===== src/sv/rmq_isqrt.sv =====
// pipelined integer square root, two radicand bits per stage
// no package dependencies; sideband payload rides along with each item
`default_nettype none
module rmq_isqrt #(
   parameter int DW = 19,
   parameter int SW = 1
) (
   input  wire logic              clock,
   input  wire logic              reset,
   input  wire logic              in_valid,
   output logic                   in_ready,
   input  wire logic [2*DW-1:0]   in_n,
   input  wire logic [SW-1:0]     in_side,
   output logic                   out_valid,
   input  wire logic              out_ready,
   output logic [DW-1:0]          out_root,
   output logic [SW-1:0]          out_side
);
   localparam int NW = 2 * DW;
   localparam int RW = DW + 3;

   logic            v_ff    [DW];
   logic [RW-1:0]   rem_ff  [DW];
   logic [DW-1:0]   root_ff [DW];
   logic [NW-1:0]   n_ff    [DW];
   logic [SW-1:0]   side_ff [DW];
   logic            rdy     [DW+1];

   assign rdy[DW] = out_ready;

   for (genvar k = 0; k < DW; k++) begin : g_stage
      logic            p_v;
      logic [RW-1:0]   p_rem;
      logic [DW-1:0]   p_root;
      logic [NW-1:0]   p_n;
      logic [SW-1:0]   p_side;
      logic [RW-1:0]   cur;
      logic [RW-1:0]   trial;
      logic [RW-1:0]   rem_in;
      logic [DW-1:0]   root_in;

      if (k == 0) begin : g_first
         assign p_v    = in_valid;
         assign p_rem  = '0;
         assign p_root = '0;
         assign p_n    = in_n;
         assign p_side = in_side;
      end else begin : g_next
         assign p_v    = v_ff[k-1];
         assign p_rem  = rem_ff[k-1];
         assign p_root = root_ff[k-1];
         assign p_n    = n_ff[k-1];
         assign p_side = side_ff[k-1];
      end

      assign rdy[k] = !v_ff[k] || rdy[k+1];

      always_comb begin
         cur   = {p_rem[DW:0], p_n[NW-1-2*k -: 2]};
         trial = {1'b0, p_root, 2'b01};
         if (cur >= trial) begin
            rem_in  = cur - trial;
            root_in = {p_root[DW-2:0], 1'b1};
         end else begin
            rem_in  = cur;
            root_in = {p_root[DW-2:0], 1'b0};
         end
      end

      always_ff @(posedge clock) begin
         if (reset) begin
            v_ff[k] <= 1'b0;
         end else if (rdy[k]) begin
            v_ff[k] <= p_v;
         end
         if (rdy[k]) begin
            rem_ff[k]  <= rem_in;
            root_ff[k] <= root_in;
            n_ff[k]    <= p_n;
            side_ff[k] <= p_side;
         end
      end
   end

   assign in_ready  = rdy[0];
   assign out_valid = v_ff[DW-1];
   assign out_root  = root_ff[DW-1];
   assign out_side  = side_ff[DW-1];
endmodule
`default_nettype wire


===== config.mk =====
export PLATFORM = sky130hd
export DESIGN_NAME = rmq_isqrt
export DESIGN_NICKNAME = d
export VERILOG_FILES = /design/src/sv/rmq_isqrt.sv
export SDC_FILE = /design/constraint.sdc
export NUM_CORES = 1
export LEC_CHECK = 0
export BUFFER_PORTS_ARGS = -buffer_cell sky130_fd_sc_hd__buf_2
export CELL_PAD_IN_SITES_DETAIL_PLACEMENT = 1
export CELL_PAD_IN_SITES_GLOBAL_PLACEMENT = 2
export CORE_UTILIZATION = 25
export CTS_CLUSTER_DIAMETER = 50
export DETAILED_ROUTE_END_ITERATION = 6
export PLACE_DENSITY = 0.56
export SLEW_MARGIN = 20
export SYNTH_ARGS = -nofsm -noshare
export SYNTH_HDL_FRONTEND = slang
export SYNTH_SLANG_ARGS = --single-unit

===== constraint.sdc =====
create_clock -name clock -period 11.1 [get_ports clock]
set_input_delay 1.665 -clock clock [delete_from_list [all_inputs] [get_ports clock]]
set_output_delay 1.665 -clock clock [all_outputs]
set_load 0.02 [all_outputs]

After elaboration in Yosys (flattened, before gate mapping):

Memories as Yosys holds them, arrays and structs flattened.
Cells that the tools add are included.

* order comparisons: 19
* multiplexer cells: 135
* add/subtract/negate cells: 19
* reduce and logical (&&, ||, !) cells: 38
* bitwise gates (word level): 19

Operators with widths (count)
* $mux W22: 19
* $ge A22 B21 Y1: 18
* $sub A22 B21 Y22: 18
* $mux W1: 116
* $logic_not A1 Y1: 19
* $logic_or A1 B1 Y1: 19
* $or A1 B1 Y1: 19
* $sub A2 B1 Y3 const B: 1
* $ge A2 B1 Y1 const B: 1

* bits of input ports: 43
* bits in registers: 0
* RAM bits: 1539
* output and inout port bits: 22
* memories kept: 5
* logic and storage cells: 235

Memories
* n_ff: depth 19, width 38, read ports 18, clocked after Yosys merged registers in 0, write ports 19, line 25 `logic [NW-1:0] n_ff [DW];`
* rem_ff: depth 19, width 22, read ports 18, clocked after Yosys merged registers in 0, write ports 19, line 23 `logic [RW-1:0] rem_ff [DW];`
* root_ff: depth 19, width 19, read ports 19, clocked after Yosys merged registers in 0, write ports 19, line 24 `logic [DW-1:0] root_ff [DW];`
* side_ff: depth 19, width 1, read ports 19, clocked after Yosys merged registers in 0, write ports 19, line 26 `logic [SW-1:0] side_ff [DW];`
* v_ff: depth 19, width 1, read ports 19, clocked after Yosys merged registers in 0, write ports 19, line 22 `logic v_ff [DW];`

Longest topological paths before layout:

Gate-level depths: netlist of the first run.
An unclocked memory read counts as a cell.

* word-level depth: 25
* depth in mapped cells: 12
* gate-level depth less buffers: 10

Worst setup path after synthesis of the first run:

OpenSTA, ideal clock, no wires.

* path type: input to output
* start point: input port out_ready
* end point: output port in_ready
* stages on the path: 9
* slack: 3245 ps
* arrival time: 6190 ps
* cell sequence: and4b_1 -> and2_1 -> and3_1 -> inv_1 -> nor2_1 -> and2_1 -> inv_1 -> nor2_1 -> nand3_1

RTL lines
* start, declared: line 15 `input wire logic out_ready,`
* end, declared: line 11 `output logic in_ready,`

==> impl_metrics.json, run 1 <==
{
  "status": "complete, no violations",
  "period_share_pct": 62.8,
  "drtPass1Iterations": 5,
  "end_kind": "output port",
  "io_buffers": 64,
  "max-cap-violations": 0,
  "period_needed_ns": 6.97,
  "synth_top_family_by_area": "simple AND/OR/NAND/NOR gates",
  "route.detailed.drc": 0,
  "synth_ff_type": "edfxtp_1",
  "postLayoutCellArea_um2": 48000,
  "synth_compound_gate_area_share_pct": 8.33,
  "cts_buffers": 112,
  "drt_iter0_drc": 806,
  "place_congestion": 0.753,
  "power.share.switching_pct": 27.0,
  "synthesis.nets": 3306,
  "antenna_found_initial": 3,
  "area_delta_synth_final_pct": 16.7,
  "switching_power_mw": 2.69,
  "dp_hpwl_um": 65000,
  "cts_sinks": 907,
  "seqPwrFrac_pct": 48.7,
  "cp_data_required_time_ns": 9.44,
  "num_rows": 148,
  "cts_root_buf": "clkbuf_16",
  "async_flop_share_pct": 0,
  "startpoint_type": "input pin",
  "setup_viol": 0,
  "synth_cell_types": 80,
  "rsz0062_at_grt": "false",
  "gr-total-overflow": 0,
  "max-slew-margin-rel_pct": 31.1,
  "worst_pin_slew_ns": 1.03,
  "grt_pass1_vias": 24702,
  "htreeDepth": 3,
  "vias_per_cell": 4.23,
  "cp-startpoint": "out_ready",
  "synth_edf_count": 907,
  "dieArea_um2": 166000,
  "cts.reportedPaths.clkPinSlew_ns": 0.06,
  "io_pins": 65,
  "fp.dieH_um": 408,
  "placed_cell_area_um2": 44300,
  "muxShareOfSynthArea_pct": 1.25,
  "start_util_pct": 25.2,
  "syn_area_per_cell_um2": 13.5,
  "synth_simple_gate_area_share_pct": 9.70,
  "cts_max_path_buffers": 3,
  "routed_wirelength_um": 85500,
  "ant_nets": 0,
  "ys_seq_area_share_pct": 66.1,
  "nNetsFinal": 3472,
  "power.share.clock_pct": 36.0,
  "cts_resized": 0,
  "power.share.combinational_pct": 15.3,
  "intPower_mw": 7.26,
  "final_common_cell": "edfxtp_1",
  "slew_violations": 0,
  "cp_data_arrival_time_ns": 5.31,
  "clock_skew_ns": 0.0403,
  "netlist_area_um2": 41200,
  "coreArea_um2": 163000,
  "holdBufCountCts": 0,
  "insertedDiodeCount": 0,
  "tritoncts": "done",
  "synth-xor-area-share_pct": 5.40,
  "min_from": "n_ff[0][21]",
  "grt_pass1_wl_um": 137000,
  "synthCells": 3053,
  "fmax_mhz": 143,
  "die_x_um": 408,
  "wire_per_inst_um": 15.6,
  "reg2reg_from": "v_ff[16]",
  "min_path_type": "flop to flop",
  "yosys_warnings": 0,
  "grt_max_degree": 58,
  "grt_usage_pct": 10.3,
  "post_cts_buffers": 0,
  "power.leakage_nw": 18.9,
  "final_cell_mix": "907 x edfxtp_1, 263 x inv_1, 210 x ha_1",
  "final.setup.tns_ns": 0,
  "final_hold_viol_count": 0,
  "worstSkewPairLatency_ns": 0.73,
  "crit_type": "input pin to output port",
  "drive_gt1_share_pct": 11.0,
  "p_per_area_nw_per_um2": 207,
  "ys_seq_elements": 907,
  "ir_worst_vdd_v": 0.000137,
  "crit_fanout": 51,
  "vias": 23206,
  "yosys.area_share.adder_pct": 6.38
}
-- state kept, by name (all words and copies together), names as in the netlist --
signal   flops
root_ff    190
side_ff     19
n_ff       342
v_ff        19
rem_ff     337
-- power by group through the flow --
stage / clock [mW] / combinational [mW] / sequential, mW
6_report: 3.58 / 1.52 / 4.85
5_1_grt: 3.83 / 1.73 / 4.92
4_1_cts: 3.72 / 1.56 / 4.87
3_5_place_dp: 0 / 1.55 / 4.94
3_3_place_gp: 0 / 1.53 / 4.94
2_1_floorplan: 0 / 1.17 / 4.76
-- critical path, cell delays in order --
cell and delay [ns]:
buf_2 0.09, and4b_1 0.23, and2_1 0.25, and3_1 0.29
inv_2 0.08, buf_4 0.47, nor2_1 0.19, and2_1 0.25
inv_2 0.06, buf_4 0.49, nor2_1 0.31, nand3_2 0.14
buf_4 0.46, buf_2 0.27
-- logic make-up after synthesis --
logic type,after synthesis
xor gates and xnor gates,254
AOI/OAI and AO/OA,546
muxes,46
buffers and inverters,302
adders and majority gates,210
DFF,907
and+or+nand+nor,787
other,1
-- through the flow --
stage                     setup WS [ns]  power (mW)  utilization, %  hold slack [ns]  cells
final                              4.13        9.95            29.4            0.389   5492
after global routing               3.73        10.5            29.4            0.394   5492
after CTS                          4.02        10.1            29.4            0.384   5492
after detailed placement           4.04        6.49            27.2            0.405   5280
after global placement             4.07        6.47            27.2            0.401   5280
after floorplan                    3.25        5.93               -            0.400   3053
-- synth_stat cells, types with 12 or more instances --
master	number	area share, %
o31ai_1	20	0.36
mux2_2	43	1.2
nor4_1	32	0.49
edfxtp_1	907	66
a21o_1	38	0.69
nand3b_1	14	0.26
nor3_1	63	0.77
a21oi_1	162	2.0
or4_1	20	0.36
o21ai_0	145	1.8
nand4_1	33	0.50
ha_1	210	6.4
clkbuf_1	24	0.22
o21a_1	44	0.80
o21bai_1	13	0.24
or3_1	32	0.49
nor2_1	203	1.9
and3_1	12	0.18
nand2_1	181	1.6
xor2_1	99	2.1
or2_2	18	0.27
nor2b_1	33	0.50
a211oi_1	22	0.40
nand3_1	46	0.56
nand2b_1	38	0.58
xnor2_1	155	3.3
and2_1	13	0.20
inv_1	268	2.4
-- final cells by class --
| type | count | area [um2] |
|---|---|---|
| clock buffer | 131 | 2870 |
| clock inverter | 81 | 847 |
| fill | 17515 | 115000 |
| inverter | 268 | 1010 |
| multi-input combinational | 1844 | 12900 |
| sequential | 907 | 27200 |
| tap | 2175 | 2720 |
| timing repair buffer | 86 | 485 |
-- worst paths after layout --
| path | to | slack (ns) | depth (start not counted) |
|---|---|---|---|
| min reg2reg | n_ff[1][21] | 0.39 | 0 |
| min | n_ff[1][21] | 0.39 | 0 |
| max reg2reg | n_ff[2][27] | 6.89 | 12 |
| max | in_ready | 4.13 | 14 |
-- metal layers --
layer	wire, um	GRT usage [%]	share of wire (%)	vias to the layer above
met5	9	0	0.011	-
met4	2700	3.55	3.2	2
met3	2750	2.08	3.2	152
met2	41700	17.9	49	248
met1	38400	12.7	45	11147
li1	-	-	-	11657
Power figures use the tool's default switching activity.
==> run 2, diff against run 1 <==
--- a/config.mk
+++ b/config.mk
@@ -11,7 +11,7 @@
 export CORE_UTILIZATION = 25
 export CTS_CLUSTER_DIAMETER = 50
 export DETAILED_ROUTE_END_ITERATION = 6
-export PLACE_DENSITY = 0.56
+export PLACE_DENSITY = 0.58
 export SLEW_MARGIN = 20
 export SYNTH_ARGS = -nofsm -noshare
 export SYNTH_HDL_FRONTEND = slang
==> constraint.sdc (replaced) <==
create_clock -name clock -period 6.1 [get_ports clock]
set_input_delay 0.915 -clock clock [delete_from_list [all_inputs] [get_ports clock]]
set_output_delay 0.915 -clock clock [all_outputs]
set_load 0.02 [all_outputs]
==> impl_metrics.json, run 2 (synthesis results as in run 1) <==
{
  "drive_gt1_share_pct": 11.3,
  "p_per_area_nw_per_um2": 380,
  "dieArea_um2": 166000,
  "cts.reportedPaths.clkPinSlew_ns": 0.06,
  "gr-total-overflow": 0,
  "cp_data_required_time_ns": 5.18,
  "grt_pass1_vias": 24325,
  "hold_end": "n_ff[0][24]",
  "slew_violations": 0,
  "routed_wirelength_um": 86500,
  "largest_reg_flops": 342,
  "io_pins": 65,
  "intPower_mw": 13.4,
  "reg2reg_from": "v_ff[17]",
  "post_cts_buffers": 0,
  "htreeDepth": 3,
  "cts_resized": 0,
  "ir_worst_vdd_v": 0.000246,
  "num_rows": 148,
  "clock_skew_ns": 0.0238,
  "wire_per_inst_um": 15.7,
  "cts_sinks": 907,
  "largest_register": "n_ff",
  "drtPass1Iterations": 4,
  "area_delta_synth_final_pct": 17.0,
  "nNetsFinal": 3474,
  "worstRegToRegCells": 10,
  "crit_type": "flop to output port",
  "grt_usage_pct": 10.4,
  "grt_pass1_wl_um": 138000,
  "worst_pin_slew_ns": 0.987,
  "setup_ws_ns": 1.53,
  "dp_hpwl_um": 64900,
  "cts_max_path_buffers": 3,
  "io_buffers": 64,
  "seqPwrFrac_pct": 48.2,
  "final_cell_mix": "907 x edfxtp_1, 263 x inv_1, 210 x ha_1",
  "cts_buffers": 113,
  "startpoint_type": "flop",
  "max-slew-margin-rel_pct": 34.1,
  "min_from": "in_n[24]",
  "holdBufCountCts": 0,
  "route.detailed.drc": 0,
  "power.share.switching_pct": 26.9,
  "die_x_um": 408,
  "whs_ns": 0.375,
  "fp.dieH_um": 408,
  "status": "complete, no violations",
  "power.leakage_nw": 19.0,
  "grt_max_degree": 58,
  "power.share.clock_pct": 36.8,
  "r2r_slack_ns": 2.36,
  "vias": 23287,
  "final.setup.tns_ns": 0,
  "end_kind": "output port",
  "period_needed_ns": 4.57,
  "period_share_pct": 74.9,
  "place_congestion": 0.766,
  "ant_nets": 0,
  "reg_top3": "n_ff (342), rem_ff (337), root_ff (190)",
  "cts_root_buf": "clkbuf_16",
  "vias_per_cell": 4.24,
  "post-place-ws_ns": 1.51,
  "crit_fanout": 43,
  "start_util_pct": 25.2,
  "tritoncts": "done",
  "drt_iter0_drc": 1058,
  "final_common_cell": "edfxtp_1",
  "insertedDiodeCount": 0,
  "cp_data_arrival_time_ns": 3.66,
  "max-cap-violations": 0,
  "setup_viol": 0,
  "worstSkewPairLatency_ns": 0.71,
  "min_path_type": "input pin to flop",
  "holdPathStages": 1,
  "fmax_mhz": 219,
  "switching_power_mw": 4.93,
  "antenna_found_initial": 1,
  "r2r_end": "rem_ff[7][6]",
  "power.share.combinational_pct": 15.1,
  "final_hold_viol_count": 0,
  "rsz0062_at_grt": "false",
  "coreArea_um2": 163000
}
## run 2: power groups by stage
stage                     clock network, mW  registers (mW)  logic (mW)
after floorplan                           0            8.66        2.13
after global placement                    0            8.97        2.75
after detailed placement                  0            8.98        2.78
after CTS                              7.00            8.85        2.80
after global routing                   7.22            8.96        3.13
final                                  6.74            8.82        2.76
## run 2: critical path, stage by stage (launching register included)
cell and delay, ns:
edfxtp_1 0.37, and4b_1 0.27, and2_1 0.25, and3_1 0.30
inv_2 0.06, nor2_1 0.20, and2_1 0.23, inv_2 0.06
nor2_1 0.46, nand3_2 0.13, buf_4 0.34, buf_2 0.25
## run 2: final cells by class
cell class	instances	area (um2)
clock buffer	128	2930
clock inverter	87	922
fill	17482	115000
inverter	268	1010
multi-input combinational	1844	12900
sequential	907	27200
tap	2175	2720
timing repair buffer	87	505
## run 2: worst max path at each step
stage / from / to / cells past startpoint
2_1_floorplan: out_ready / v_ff[2] / 10
3_3_place_gp: out_ready / in_ready / 12
3_5_place_dp: out_ready / in_ready / 12
4_1_cts: v_ff[17] / in_ready / 11
5_1_grt: v_ff[17] / in_ready / 11
6_report: v_ff[17] / in_ready / 11
## run 2: per-stage QoR
| step | utilization, % | total power, mW | instance area [um2] | cells |
|---|---|---|---|---|
| after global placement | 27.2 | 11.7 | 44300 | 5280 |
| after detailed placement | 27.2 | 11.8 | 44300 | 5280 |
| final | 29.5 | 18.3 | 48200 | 5496 |
| after CTS | 29.5 | 18.7 | 48200 | 5495 |
| after global routing | 29.5 | 19.3 | 48200 | 5496 |
| after floorplan | - | 10.8 | 41200 | 3053 |
## run 2: layer usage
| metal | vias to the layer above | global-route usage, % | routed length (um) |
|---|---|---|---|
| met5 | - | 0 | 0 |
| met4 | 0 | 2.75 | 1830 |
| met3 | 130 | 2.01 | 2750 |
| met2 | 226 | 17.5 | 40800 |
| met1 | 11263 | 13.7 | 41100 |
| li1 | 11668 | - | - |
==> run 3, diff against run 2 <==
--- a/config.mk
+++ b/config.mk
@@ -11,7 +11,7 @@
 export CORE_UTILIZATION = 25
 export CTS_CLUSTER_DIAMETER = 50
 export DETAILED_ROUTE_END_ITERATION = 6
-export PLACE_DENSITY = 0.58
+export PLACE_DENSITY = 0.56
 export SLEW_MARGIN = 20
 export SYNTH_ARGS = -nofsm -noshare
 export SYNTH_HDL_FRONTEND = slang
==> constraint.sdc (replaced) <==
create_clock -name clock -period 4.6 [get_ports clock]
set_input_delay 0.69 -clock clock [delete_from_list [all_inputs] [get_ports clock]]
set_output_delay 0.69 -clock clock [all_outputs]
set_load 0.02 [all_outputs]
==> impl_metrics.json, run 3 (synthesis results as in run 1) <==
{
  "dp_hpwl_um": 66700,
  "largest_register": "n_ff",
  "route.detailed.drc": 0,
  "routed_wirelength_um": 89800,
  "drtPass1Iterations": 4,
  "die_x_um": 408,
  "fill_cells": 17463,
  "fp.dieH_um": 408,
  "slew_violations": 0,
  "crit_fanout": 6,
  "top_usage_layer": "met2",
  "gr-total-overflow": 0,
  "drive_gt1_share_pct": 12.7,
  "largest_reg_flops": 342,
  "num_rows": 148,
  "drt_iter0_drc": 840,
  "cts_max_path_buffers": 3,
  "p_per_area_nw_per_um2": 525,
  "period_needed_ns": 4.05,
  "placed_cell_area_um2": 44500,
  "final_cell_mix": "907 x edfxtp_1, 262 x inv_1, 210 x ha_1",
  "min_path_type": "input pin to flop",
  "cts_resized": 0,
  "rsz0062_at_grt": "false",
  "cts_buffers": 137,
  "grt_max_degree": 58,
  "max-cap-violations": 0,
  "cts.reportedPaths.clkPinSlew_ns": 0.05,
  "met1_usage_pct": 12.2,
  "worstSkewPairLatency_ns": 0.78,
  "met2_usage_pct": 19.8,
  "crit_path_cell_trace": "and4b_1, and2_4, and3_4, clkinvlp_4, nor2_2, and2_4, clkinvlp_4, nor2_4, nand3_4, buf_2",
  "finalPower_mw": 25.8,
  "ant_nets": 0,
  "area_delta_synth_final_pct": 19.6,
  "critPathSlowestCell": "edfxtp_1",
  "vias": 23443,
  "post_cts_buffers": 0,
  "grt_pass1_wl_um": 142000,
  "grt_usage_pct": 10.9,
  "critPathMaxStageDelay_ns": 0.36,
  "wire_per_inst_um": 16.2,
  "tritoncts": "done",
  "holdBufCountCts": 6,
  "setup_viol": 0,
  "status": "complete, no violations",
  "startpoint_type": "flop",
  "final_hold_viol_count": 0,
  "grt_pass1_vias": 25548,
  "grt_util_met3_pct": 2.26,
  "cp_data_arrival_time_ns": 3.36,
  "crit_type": "flop to output port",
  "start_util_pct": 25.2,
  "cts_sinks": 907,
  "max-slew-margin-rel_pct": 32.0,
  "cp_data_required_time_ns": 3.91,
  "io_buffers": 64,
  "antenna_found_initial": 3,
  "worst_pin_slew_ns": 1.02,
  "io_pins": 65,
  "clock_skew_ns": 0.0664,
  "utilization_pct": 30.2,
  "coreArea_um2": 163000,
  "nNetsFinal": 3513,
  "postLayoutCellArea_um2": 49200,
  "vias_per_cell": 4.22,
  "dieArea_um2": 166000,
  "period_share_pct": 88.0,
  "power.leakage_nw": 19.4,
  "place_congestion": 0.765,
  "htreeDepth": 4,
  "final_common_cell": "edfxtp_1",
  "ir_worst_vdd_v": 0.000363,
  "fmax_mhz": 247,
  "cts_root_buf": "clkbuf_16",
  "reg_top3": "n_ff (342), rem_ff (337), root_ff (190)",
  "end_kind": "output port"
}
-- run 3: metrics by stage --
stage	TNS, ns	instances	worst slack (ns)	hold WS, ns
after detailed placement	0	5290	0.671	0.406
after global placement	0	5290	0.652	0.402
after CTS	0	5548	0.399	0.00186
after global routing	0	5549	0.303	0.0270
final	0	5549	0.552	0.0895
after floorplan	-27.13	3053	-0.289	0.400
-- run 3: final cells by class --
| type | count | area, um2 | area share [%] |
|---|---|---|---|
| Sequential cell | 907 | 27200 | 55.3 |
| Multi-Input combinational cell | 1844 | 12900 | 26.2 |
| Clock buffer | 153 | 3490 | 7.08 |
| Tap cell | 2175 | 2720 | 5.53 |
| Clock inverter | 99 | 1220 | 2.48 |
| Inverter | 268 | 1020 | 2.07 |
| Timing Repair Buffer | 102 | 646 | 1.31 |
| Antenna cell | 1 | 2.50 | 0.00508 |
-- run 3: final timing paths --
kind	startpoint	to	slack (ns)	cells after the start
worst max-delay path	v_ff[18]	in_ready	0.55	10
worst min-delay path	in_n[25]	n_ff[0][25]	0.09	1
worst max register to register	rem_ff[9][0]	rem_ff[10][19]	1.04	9
worst min register to register	n_ff[3][11]	n_ff[4][11]	0.41	0
-- run 3: report_power, final --
part / total [mW] / leakage, nW / internal [mW] / switching, mW
Clock: 10.4 / 2.22 / 6.26 / 4.13
Sequential: 11.7 / 9.17 / 10.8 / 0.916
Combinational: 3.76 / 8.05 / 1.71 / 2.05
-- run 3: routing by layer --
| layer | wire [um] | vias up |
|---|---|---|
| li1 | - | 11714 |
| met1 | 38000 | 11279 |
| met2 | 46100 | 276 |
| met3 | 2730 | 174 |
| met4 | 2960 | 0 |
| met5 | 0 | - |
-- run 3: critical path: cells and delay by family (launching register included) --
kind          cells  cell delay [ns]
simple gates      7             1.77
buf+inv           3             0.45
flops             1             0.36
